$ cat config.mk
export PLATFORM = sky130hd
export DESIGN_NAME = titd_ctrl
export DESIGN_NICKNAME = d
export VERILOG_FILES = /design/src/hdl/titd_pkg.sv /design/src/hdl/titd_ctrl.sv
export VERILOG_INCLUDE_DIRS = /design/src /design/src/hdl
export SDC_FILE = /design/constraint.sdc
export NUM_CORES = 1
export LEC_CHECK = 0
export BUFFER_PORTS_ARGS = -buffer_cell sky130_fd_sc_hd__buf_2
export CAP_MARGIN = 25
export CORE_AREA = 2 2 39 41
export CTS_BUF_LIST = sky130_fd_sc_hd__clkbuf_2
export CTS_CLUSTER_SIZE = 25
export DETAILED_ROUTE_END_ITERATION = 6
export DIE_AREA = 0 0 41 43
export SETUP_SLACK_MARGIN = 0.15
export SLEW_MARGIN = 20
export SYNTH_ARGS = -nofsm -noshare
export SYNTH_HDL_FRONTEND = slang
export SYNTH_SLANG_ARGS = --single-unit
export TNS_END_PERCENT = 20
$ cat constraint.sdc
create_clock -name clock -period 1.39 [get_ports clock]
set_input_delay 0.278 -clock clock [delete_from_list [all_inputs] [get_ports clock]]
set_output_delay 0.278 -clock clock [all_outputs]
set_load 0.01 [all_outputs]
$ cat src/hdl/table_interp_time_delta_assert.svh
// assertion macros shared by the table interpolation modules
`ifndef TABLE_INTERP_TIME_DELTA_ASSERT_SVH
`define TABLE_INTERP_TIME_DELTA_ASSERT_SVH

// same-cycle implication, disabled during reset
`define TITD_ASSERT_NOW(label, clk, rst, ante, cons, msg) \
   label: assert property (@(posedge clk) disable iff (rst) (ante) |-> (cons)) \
      else $error(msg);

// next-cycle implication, disabled during reset
`define TITD_ASSERT_NEXT(label, clk, rst, ante, cons, msg) \
   label: assert property (@(posedge clk) disable iff (rst) (ante) |=> (cons)) \
      else $error(msg);

`endif

$ cat src/hdl/titd_pkg.sv
package titd_pkg;

   // default table size
   localparam int TABLE_DEPTH_DEFAULT = 1024;

   // field widths
   localparam int MODE_W    = 2;
   localparam int STATUS_W  = 2;
   localparam int DIST_W    = 24;
   localparam int TIME_W    = 32;
   localparam int DELTA_W   = 33;

   // product of time difference and distance offset, and its serial divide
   localparam int PROD_W    = TIME_W + DIST_W;
   localparam int DIV_STEPS = PROD_W;
   localparam int DIV_CNT_W = $clog2(DIV_STEPS);

   // item modes
   typedef enum logic [MODE_W-1:0] {
      MODE_CLEAR = 2'd0,
      MODE_LOAD  = 2'd1,
      MODE_QUERY = 2'd2
   } mode_type;

   // result status codes
   typedef enum logic [STATUS_W-1:0] {
      STATUS_OK    = 2'd0,
      STATUS_EMPTY = 2'd1,
      STATUS_FULL  = 2'd2,
      STATUS_ORDER = 2'd3
   } status_type;

   // controller states
   typedef enum logic [3:0] {
      S_IDLE,
      S_DECODE,
      S_SEARCH_RD,
      S_SEARCH_CMP,
      S_FETCH_HI,
      S_CAPTURE,
      S_PREP,
      S_MULT,
      S_DIV,
      S_FINISH,
      S_OUT
   } state_type;

   // controller to datapath commands
   typedef struct packed {
      logic latch;
      logic exec;
      logic search_init;
      logic search_rd;
      logic search_cmp;
      logic fetch_lo;
      logic fetch_hi;
      logic capture_hi;
      logic prep;
      logic mult;
      logic div_step;
      logic finish;
      logic out_load;
   } cmd_type;

   // datapath to controller status
   typedef struct packed {
      logic query_ok;
      logic search_done;
      logic div_last;
   } sts_type;

endpackage

$ cat src/hdl/titd_ctrl.sv
`include "table_interp_time_delta_assert.svh"

module titd_ctrl (
   input  logic              clock,
   input  logic              reset,
   input  logic              req_valid,
   output logic              req_stall,
   output logic              rsp_valid,
   input  logic              rsp_stall,
   input  titd_pkg::sts_type sts,
   output titd_pkg::cmd_type cmd
);

   titd_pkg::state_type state_ff, state_in;
   logic                rsp_valid_ff, rsp_valid_in;
   logic                out_free;

   // output slot can take a new result
   assign out_free = !rsp_valid_ff || !rsp_stall;

   // next state
   always_comb begin
      state_in = state_ff;
      case (state_ff)
         titd_pkg::S_IDLE: begin
            if (req_valid) state_in = titd_pkg::S_DECODE;
         end
         titd_pkg::S_DECODE: begin
            if (sts.query_ok) state_in = titd_pkg::S_SEARCH_RD;
            else              state_in = titd_pkg::S_OUT;
         end
         titd_pkg::S_SEARCH_RD: begin
            if (sts.search_done) state_in = titd_pkg::S_FETCH_HI;
            else                 state_in = titd_pkg::S_SEARCH_CMP;
         end
         titd_pkg::S_SEARCH_CMP: state_in = titd_pkg::S_SEARCH_RD;
         titd_pkg::S_FETCH_HI:   state_in = titd_pkg::S_CAPTURE;
         titd_pkg::S_CAPTURE:    state_in = titd_pkg::S_PREP;
         titd_pkg::S_PREP:       state_in = titd_pkg::S_MULT;
         titd_pkg::S_MULT:       state_in = titd_pkg::S_DIV;
         titd_pkg::S_DIV: begin
            if (sts.div_last) state_in = titd_pkg::S_FINISH;
         end
         titd_pkg::S_FINISH: state_in = titd_pkg::S_OUT;
         titd_pkg::S_OUT: begin
            if (out_free) state_in = titd_pkg::S_IDLE;
         end
         default: state_in = titd_pkg::S_IDLE;
      endcase
   end

   // command outputs
   always_comb begin
      cmd       = '0;
      req_stall = 1'b1;
      case (state_ff)
         titd_pkg::S_IDLE: begin
            req_stall = 1'b0;
            cmd.latch = req_valid;
         end
         titd_pkg::S_DECODE: begin
            cmd.search_init = sts.query_ok;
            cmd.exec        = !sts.query_ok;
         end
         titd_pkg::S_SEARCH_RD: begin
            cmd.fetch_lo  = sts.search_done;
            cmd.search_rd = !sts.search_done;
         end
         titd_pkg::S_SEARCH_CMP: cmd.search_cmp = 1'b1;
         titd_pkg::S_FETCH_HI:   cmd.fetch_hi   = 1'b1;
         titd_pkg::S_CAPTURE:    cmd.capture_hi = 1'b1;
         titd_pkg::S_PREP:       cmd.prep       = 1'b1;
         titd_pkg::S_MULT:       cmd.mult       = 1'b1;
         titd_pkg::S_DIV:        cmd.div_step   = 1'b1;
         titd_pkg::S_FINISH:     cmd.finish     = 1'b1;
         titd_pkg::S_OUT:        cmd.out_load   = out_free;
         default: cmd = '0;
      endcase
   end

   // result valid flag
   always_comb begin
      rsp_valid_in = rsp_valid_ff;
      if (cmd.out_load)    rsp_valid_in = 1'b1;
      else if (!rsp_stall) rsp_valid_in = 1'b0;
   end

   always_ff @(posedge clock) begin
      if (reset) begin
         state_ff     <= titd_pkg::S_IDLE;
         rsp_valid_ff <= 1'b0;
      end else begin
         state_ff     <= state_in;
         rsp_valid_ff <= rsp_valid_in;
      end
   end

   assign rsp_valid = rsp_valid_ff;

   // work on an item starts only after it was taken
   `TITD_ASSERT_NOW(a_decode_after_accept, clock, reset, state_ff == titd_pkg::S_DECODE, $past(req_valid && !req_stall), "decode without accepted item")
   // a loaded result is offered in the next cycle
   `TITD_ASSERT_NEXT(a_result_offered, clock, reset, cmd.out_load, rsp_valid_ff, "loaded result not offered")

endmodule

==> results.toml, run 1 <==
[cells_and_area]
fin_nets = 89
drive_gt1_share_pct = 60.49
finalNonFillerCells = 97
syn_to_final_growth_pct = 66.56
nFillCells = 132
diodes = 0

[clocking]
cts_max_level = 1
cts-buffers-inserted = 3
tritoncts = "done"
clock_path_buffers = 2
cts-root-buf = "clkbuf_2"
clkSlewWorstSetupHoldPaths_ns = 0.06
cts_sinks = 5
clock_latency_ns = 0.23

[drt]
drt_pre_antenna_iters = 4
viasPerCell = 5.237
dr.first_iter.drc_count = 9
drc = 0
wl_per_cell_um = 12.03
routed_wl_mm = 1.167
drtAntennaViolNets = 0
vias = 508

[status]
status = "finished with violations"
violations = "setup timing"

[setup_path]
r2r-start = "state_ff[2]"
worstPathArrival_ns = 1.33
cpPeakStageDelay_ns = 0.54
cp-end-kind = "primary output"
crit_slowest_cell = "or4_4"
path_class = "flip-flop to primary output"
crit_buf_inv = 1
cp_max_fo = 4
crit_chain = "or4_4, nor2_1, buf_2"
critPathTopFamily = "simple AND/OR/NAND/NOR gates"
worstPathRequired_ns = 1.11
crit_path_start = "state_ff[2]"
critPathLaunchType = "flip-flop"

[timing]
tightest_slew_ns = 0.3235
setup_viol = 13
min_period_ns = 1.604
skew_ns = 0.008242
slew_violations = 0
hold_violations = 0
fin_crit_sh_pct = 115.4
fin_ws_ns = -0.2143
holdWs_ns = 0.2729
fmax_mhz = 623.3
fin_setup_tns_ns = -1.311
rsz0062_at_grt = "yes"
max_slew_margin_pct = 77.88

[synth]
syn_inst = 51
ys_warn_count = 0
synth_top_cell_by_area = "dfxtp_1"
synth.distinct_cells = 26
yosysSeqAreaShare_pct = 25.72
syn_nets = 58
syn_area_sq_um = 389.1
syn_area_per_cell_sq_um = 7.630
ys_top_cells_by_area = "dfxtp_1, nor4b_1, a21oi_1, nor2_1, nand2b_1"
synth-seq-cells = 5
yosysTopAreaCellShare_pct = 25.72

[floorplan]
initial_core_util_pct = 28.12
die_h_um = 43
core-area_sq_um = 1384
die_area_sq_um = 1763
num_rows = 14
die_w_um = 41
io_pins = 22

[worst_hold_path]
min_from = "reset"
hold_class = "primary input to flip-flop"

[run]
cap_violations = 0

[power_and_ir_drop]
p_per_area_nw_per_um2 = 1039
p_leak_nw = 0.3018
peakVddDrop_mv = 0.4298

[grt]
antenna_found_initial = 0
grt_use_total_pct = 13.05
grt_pass1_wl_mm = 1.573
grt_max_degree = 13
grt_pass1_vias = 396
overflow = 0

[placed_design]
hpwl_um = 858.7
numPortBuffers = 21
gp_congestion = 0.7245
dp_cells = 90
==> stage by stage <==
step	util, %	setup slack, ns	power, mW	area, sq um
floorplan	-	0.01988	0.3670	409.1
global placement	40.33	0.04795	0.4695	558.0
detailed placement	40.33	0.01991	0.4731	558.0
CTS	42.50	-0.2256	0.6206	588.1
global route	46.84	-0.2777	0.7208	648.1
finish	46.84	-0.2143	0.6735	648.1
==> power by group <==
part / leakage, nW / internal (mW) / switching [mW]
logic: 0.242 / 0.173 / 0.172
clock network: 0.0166 / 0.0762 / 0.0628
registers: 0.0431 / 0.167 / 0.0224
total: 0.302 / 0.416 / 0.257
==> cells in the final DEF (no fill, tap or decap), drive strengths merged <==
cell     instances
nand2b           3
o32a             1
inv              2
buf             32
a21oi            5
nor3             2
a211oi           1
nor4b            4
nand4bb          1
nand2            2
nor4             2
clkbuf           4
a2111oi          1
or4              1
nor2             6
and4b            1
nor2b            1
o22ai            1
dfxtp            5
o21ai            3
a311oi           1
a2bb2oi          1
nor3b            1
==> per-layer routing <==
metal	global-route usage, %	vias to the layer above	routed length (um)
li1	-	253	-
met1	15.76	233	484
met2	19.69	20	625
met3	4.712	2	53
met4	6.000	0	3
met5	0	-	0
==> worst register-to-register path: stages (launching register included) <==
cell     delay, ns
dfxtp_2       0.33
or4_4         0.54
o21ai_2       0.15
and4b_1       0.20
==> cell families (layout without fill, tap and decap cells) <==
group / after synthesis / count (layout) / share of synthesized area, %
simple gates: 24 / 24 / 39.23
compound gates: 14 / 14 / 24.12
buf+inv: 8 / 38 / 10.93
flops: 5 / 5 / 25.72
==> final timing paths <==
kind                                     to  slack, ns  depth (start not counted)
worst max-delay path                cmd[12]      -0.21                          3
worst min-delay path            state_ff[1]       0.27                          2
worst min register to register    rsp_valid       0.53                          2
worst max register to register  state_ff[0]       0.06                          3
==> registers in the layout, summed over array words and instances, names as in the netlist <==
register   cells
state_ff       4
rsp_valid      1
==> cells in the mapped netlist <==
library cell,number
nor3b_1,1
o32a_1,1
nor4_1,2
nor2b_1,1
and4b_1,1
nand2b_1,3
buf_4,1
a2bb2oi_1,1
nor3_1,2
a311oi_1,1
a2111oi_0,1
buf_6,1
nand2_1,2
nor2_1,6
clkbuf_1,3
or4_4,1
nor4b_1,4
a211oi_1,1
o21ai_2,1
o22ai_1,1
buf_2,1
inv_1,2
dfxtp_1,5
nand4bb_1,1
o21ai_0,2
a21oi_1,5
==> what timing repair did <==
item                       4_1_cts  5_1_grt
resized for setup                4        9
setup buffers                    0        3
setup endpoints to repair       17       17
cloned                           0        0
pin swaps                        0        1
hold buffers                     0        0
==> layout make-up <==
type | instances | area, sq um | area share, %
Multi-Input combinational cell | 38 | 295.3 | 45.56
Sequential cell | 5 | 110.1 | 16.99
Inverter | 2 | 7.507 | 1.158
Clock buffer | 4 | 20.02 | 3.089
Timing Repair Buffer | 32 | 195.2 | 30.12
Tap cell | 16 | 20.02 | 3.089
Power figures use the tool's default switching activity.
==> run 2: changes to the inputs <==
==> constraint.sdc (replaced) <==
create_clock -name clock -period 1.39 [get_ports clock]
set_input_delay 0.0695 -clock clock [delete_from_list [all_inputs] [get_ports clock]]
set_output_delay 0.0695 -clock clock [all_outputs]
set_load 0.01 [all_outputs]
==> run 2 against run 1 <==
  * Maximum frequency increased by 14%
  * Largest power group unchanged
  * Register-to-register slack got worse by 0.04 ns
  * Core utilization decreased by 1.4 points
  * Critical endpoint unchanged
  * The flow still finishes with violations (setup timing)
  * Wire length decreased by 2.3%
  * Highest routed layer is now met3
==> results.toml, run 2 (synthesis results as in run 1) <==
[status]
status = "finished with violations"
violations = "setup timing"

[timing]
tightest_slew_ns = 0.3260
setup_viol = 1
fmax_mhz = 711.4
fin_setup_tns_ns = -0.01560
hold_violations = 0
min_period_ns = 1.406
fin_crit_sh_pct = 101.1
slew_violations = 0
max_slew_margin_pct = 77.70
rsz0062_at_grt = "yes"
holdWs_ns = 0.07803
fin_ws_ns = -0.01560
skew_ns = 0.006414

[clocking]
cts_sinks = 5
clock_latency_ns = 0.22
tritoncts = "done"
postCtsHoldBufs = 0
cts-root-buf = "clkbuf_2"
cts_max_level = 1
cts-buffers-inserted = 3
clock_path_buffers = 2
clkSlewWorstSetupHoldPaths_ns = 0.06

[power_and_ir_drop]
pwr-share-clk_pct = 20.3
intPower_mw = 0.3819
seq_power_share_pct = 30.0
p_per_area_nw_per_um2 = 1004
peakVddDrop_mv = 0.4428
p_total_mw = 0.6308
p_leak_nw = 0.2870
combPwrFrac_pct = 49.7
power_switching_share_pct = 39.46
p_sw_mw = 0.2489

[setup_path]
cp_max_fo = 4
path_class = "flip-flop to primary output"
worstPathRequired_ns = 1.32
critPathLaunchType = "flip-flop"
worstPathArrival_ns = 1.34
cp-end-kind = "primary output"

[placed_design]
hpwl_um = 828.3
numPortBuffers = 21
gp_congestion = 0.7564

[cells_and_area]
syn_to_final_growth_pct = 61.41
drive_gt1_share_pct = 60.00
nFillCells = 142
largest_register_ff_count = 4
final_common_cell = "buf_2"
diodes = 0
fin_nets = 88
final_cell_mix = "buf_2, buf_4, a21oi_1, nor2_1"
top_register = "state_ff"

[drt]
drc = 0
viasPerCell = 5.094
routed_wl_mm = 1.140
drtAntennaViolNets = 0
wl_per_cell_um = 11.88
drt_pre_antenna_iters = 3
dr.first_iter.drc_count = 7
vias = 489

[floorplan]
core-area_sq_um = 1384
initial_core_util_pct = 28.12
die_area_sq_um = 1763
num_rows = 14
die_h_um = 43
io_pins = 22
die_w_um = 41

[run]
cap_violations = 0

[grt]
grt_pass1_vias = 406
overflow = 0
grt_use_total_pct = 14.24
grt_pass1_wl_mm = 1.731
grt_max_degree = 12
antenna_found_initial = 0

[worst_hold_path]
hold_class = "primary input to flip-flop"
run 2: worst paths after layout:
path | start | endpoint | slack [ns] | cells after the start
worst min-delay path | reset | state_ff[3] | 0.08 | 2
worst max register to register | state_ff[2] | state_ff[0] | 0.02 | 3
worst min register to register | rsp_valid | rsp_valid | 0.53 | 2
worst max-delay path | state_ff[2] | cmd[12] | -0.02 | 3
run 2: layout make-up:
class	count	area, sq um	share of cell area (%)
Multi-Input combinational cell	38	291.5	46.41
Timing Repair Buffer	31	180.2	28.69
Sequential cell	5	108.9	17.33
Tap cell	16	20.02	3.187
Clock buffer	3	15.01	2.390
Inverter	2	7.507	1.195
Clock inverter	1	5.005	0.7968
run 2: routing by layer:
metal / GRT usage, % / share of wire (%) / vias to the layer above
met3: 6.806 / 4.4 / 0
met2: 20.94 / 53 / 9
met5: 0 / 0 / -
met1: 18.27 / 43 / 228
met4: 3.333 / 0 / 0
li1: - / - / 252
run 2: power by group through the flow:
stage               sequential, mW  combinational, mW  clock, mW
floorplan                    0.178              0.180          0
global placement             0.189              0.268          0
detailed placement           0.189              0.269          0
CTS                          0.186              0.297      0.135
global route                 0.193              0.344      0.145
finish                       0.189              0.314      0.128
run 2: repair_timing:
item,4_1_cts,5_1_grt
endpoints found under the setup margin,17,17
hold endpoints to repair,0,0
pin swaps,2,2
buffers inserted,2,0
gates resized for setup,6,6
run 2: critical path: stages (launching register included):
cell and delay [ns]:
dfxtp_4 0.35, or4_4 0.53, nor2_2 0.11, buf_2 0.12
run 2: per-stage QoR:
stage | std cells | worst slack, ns | area (sq um) | utilization, %
6_report | 96 | -0.01560 | 628.1 | 45.39
5_1_grt | 96 | -0.09267 | 628.1 | 45.39
4_1_cts | 96 | -0.03088 | 604.3 | 43.67
3_5_place_dp | 90 | 0.04905 | 545.5 | 39.42
3_3_place_gp | 90 | 0.08033 | 545.5 | 39.42
2_1_floorplan | 51 | 0.05128 | 395.4 | -
==> run 3: changes to the inputs <==
--- a/config.mk
+++ b/config.mk
@@ -13,7 +13,7 @@
 export CTS_CLUSTER_SIZE = 25
 export DETAILED_ROUTE_END_ITERATION = 6
 export DIE_AREA = 0 0 41 43
-export SETUP_SLACK_MARGIN = 0.15
+export SETUP_SLACK_MARGIN = 0.4
 export SLEW_MARGIN = 20
 export SYNTH_ARGS = -nofsm -noshare
 export SYNTH_HDL_FRONTEND = slang
==> run 3 against run 2 <==
  * The flow still finishes with violations (setup timing)
  * Power increased by 5.2%
  * Sequential cell count unchanged
  * Register-to-register slack about the same
  * Highest routed layer is now met4
  * First-iteration DRC count increased by 57%
  * Largest cell class unchanged
  * Largest power group unchanged
==> results.toml, run 3 (synthesis results as in run 1) <==
[placed_design]
post_dp_cell_area_sq_um = 546.8
numPortBuffers = 21
dp_cells = 90
hpwl_um = 805.2
gp_congestion = 0.7344

[power_and_ir_drop]
p_per_area_nw_per_um2 = 1001
p_leak_nw = 0.2882
peakVddDrop_mv = 0.4177
p_total_mw = 0.6639

[grt]
antenna_found_initial = 0
grt_pass1_wl_mm = 1.580
overflow = 0
grt_pass1_vias = 381
grt_use_total_pct = 13.34
grt_max_degree = 12

[timing]
slew_violations = 0
holdWs_ns = 0.08493
rsz0062_at_grt = "yes"
skew_ns = 0.004177
setup_viol = 1
min_period_ns = 1.407
fin_crit_sh_pct = 101.2
hold_violations = 0
max_slew_margin_pct = 76.21
fin_ws_ns = -0.01724
tightest_slew_ns = 0.3544
fmax_mhz = 710.6

[setup_path]
path_class = "flip-flop to primary output"
crit_slowest_cell = "or4_4"
r2r-end = "state_ff[0]"
r2r-start = "state_ff[2]"
critPathTopFamily = "simple AND/OR/NAND/NOR gates"
worstPathArrival_ns = 1.34
worstRegToRegCells = 3
cp-end-kind = "primary output"
crit_buf_inv = 1
cp-endpoint = "cmd[12]"
crit_chain = "or4_4, nor2_2, buf_2"
critPathLaunchType = "flip-flop"
cp_max_fo = 4
rrSetupSlack_ns = 0.03
crit_cells = 3
worstPathRequired_ns = 1.32
cpPeakStageDelay_ns = 0.55
crit_path_start = "state_ff[2]"

[drt]
viasPerCell = 5.189
drt_pre_antenna_iters = 3
routed_wl_mm = 1.135
vias = 493
drc = 0
dr.first_iter.drc_count = 11
drtAntennaViolNets = 0
wl_per_cell_um = 11.95

[status]
violations = "setup timing"
status = "finished with violations"

[worst_hold_path]
hold_class = "primary input to flip-flop"

[cells_and_area]
largest_register_ff_count = 4
finalNonFillerCells = 95
drive_gt1_share_pct = 69.62
final_common_cell = "buf_2"
top_register = "state_ff"
fin_area_sq_um = 663.1
diodes = 0
finish.utilization_pct = 47.92
syn_to_final_growth_pct = 70.42
fin_nets = 87
final_cell_mix = "buf_2, buf_4, nor2_1"

[clocking]
cts_max_level = 1
clkSlewWorstSetupHoldPaths_ns = 0.06
cts-buffers-inserted = 3
postCtsHoldBufs = 0
clock_path_buffers = 2
tritoncts = "done"
cts_sinks = 5
clock_latency_ns = 0.24
cts-root-buf = "clkbuf_2"

[floorplan]
die_w_um = 41
io_pins = 22
die_area_sq_um = 1763
die_h_um = 43
core-area_sq_um = 1384
num_rows = 14
initial_core_util_pct = 28.12

[run]
cap_violations = 0
[run 3: metrics by stage]
stage / setup slack, ns / setup TNS (ns)
6_report: -0.01724 / -0.01724
5_1_grt: -0.08407 / -0.2265
4_1_cts: -0.02732 / -0.02732
3_5_place_dp: 0.07634 / 0
3_3_place_gp: 0.09361 / 0
2_1_floorplan: 0.06452 / 0
[run 3: where the power goes]
part           switching [mW]  internal, mW
registers              0.0298         0.165
clock network          0.0721        0.0649
logic                   0.169         0.163
total                   0.271         0.393
[run 3: cell type report]
| cell class | instances | area (sq um) |
|---|---|---|
| clock buffer | 3 | 15.01 |
| timing repair buffer | 30 | 176.4 |
| inverter | 2 | 7.507 |
| clock inverter | 1 | 5.005 |
| fill | 147 | 720.7 |
| sequential | 5 | 110.1 |
| tap | 16 | 20.02 |
| multi-input combinational | 38 | 329.1 |
[run 3: layer usage]
layer	vias up	wire, um	GRT usage, %
li1	250	-	-
met1	231	509	18.59
met2	10	566	16.88
met3	2	54	6.283
met4	0	5	6.000
met5	-	0	0
[run 3: timing repair]
action / CTS / global route
pin swaps: 13 / 5
buffers inserted: 1 / 0
endpoints found under the setup margin: 19 / 19
resized for setup: 15 / 7
[run 3: worst min path at each step]
stage                     slack, ns  cells after the start  start     endpoint
after floorplan                0.14                      1  reset    rsp_valid
after global placement         0.31                      2  reset  state_ff[1]
after detailed placement       0.31                      2  reset    rsp_valid
after CTS                      0.06                      2  reset    rsp_valid
after global routing           0.08                      2  reset  state_ff[1]
final                          0.08                      2  reset  state_ff[1]
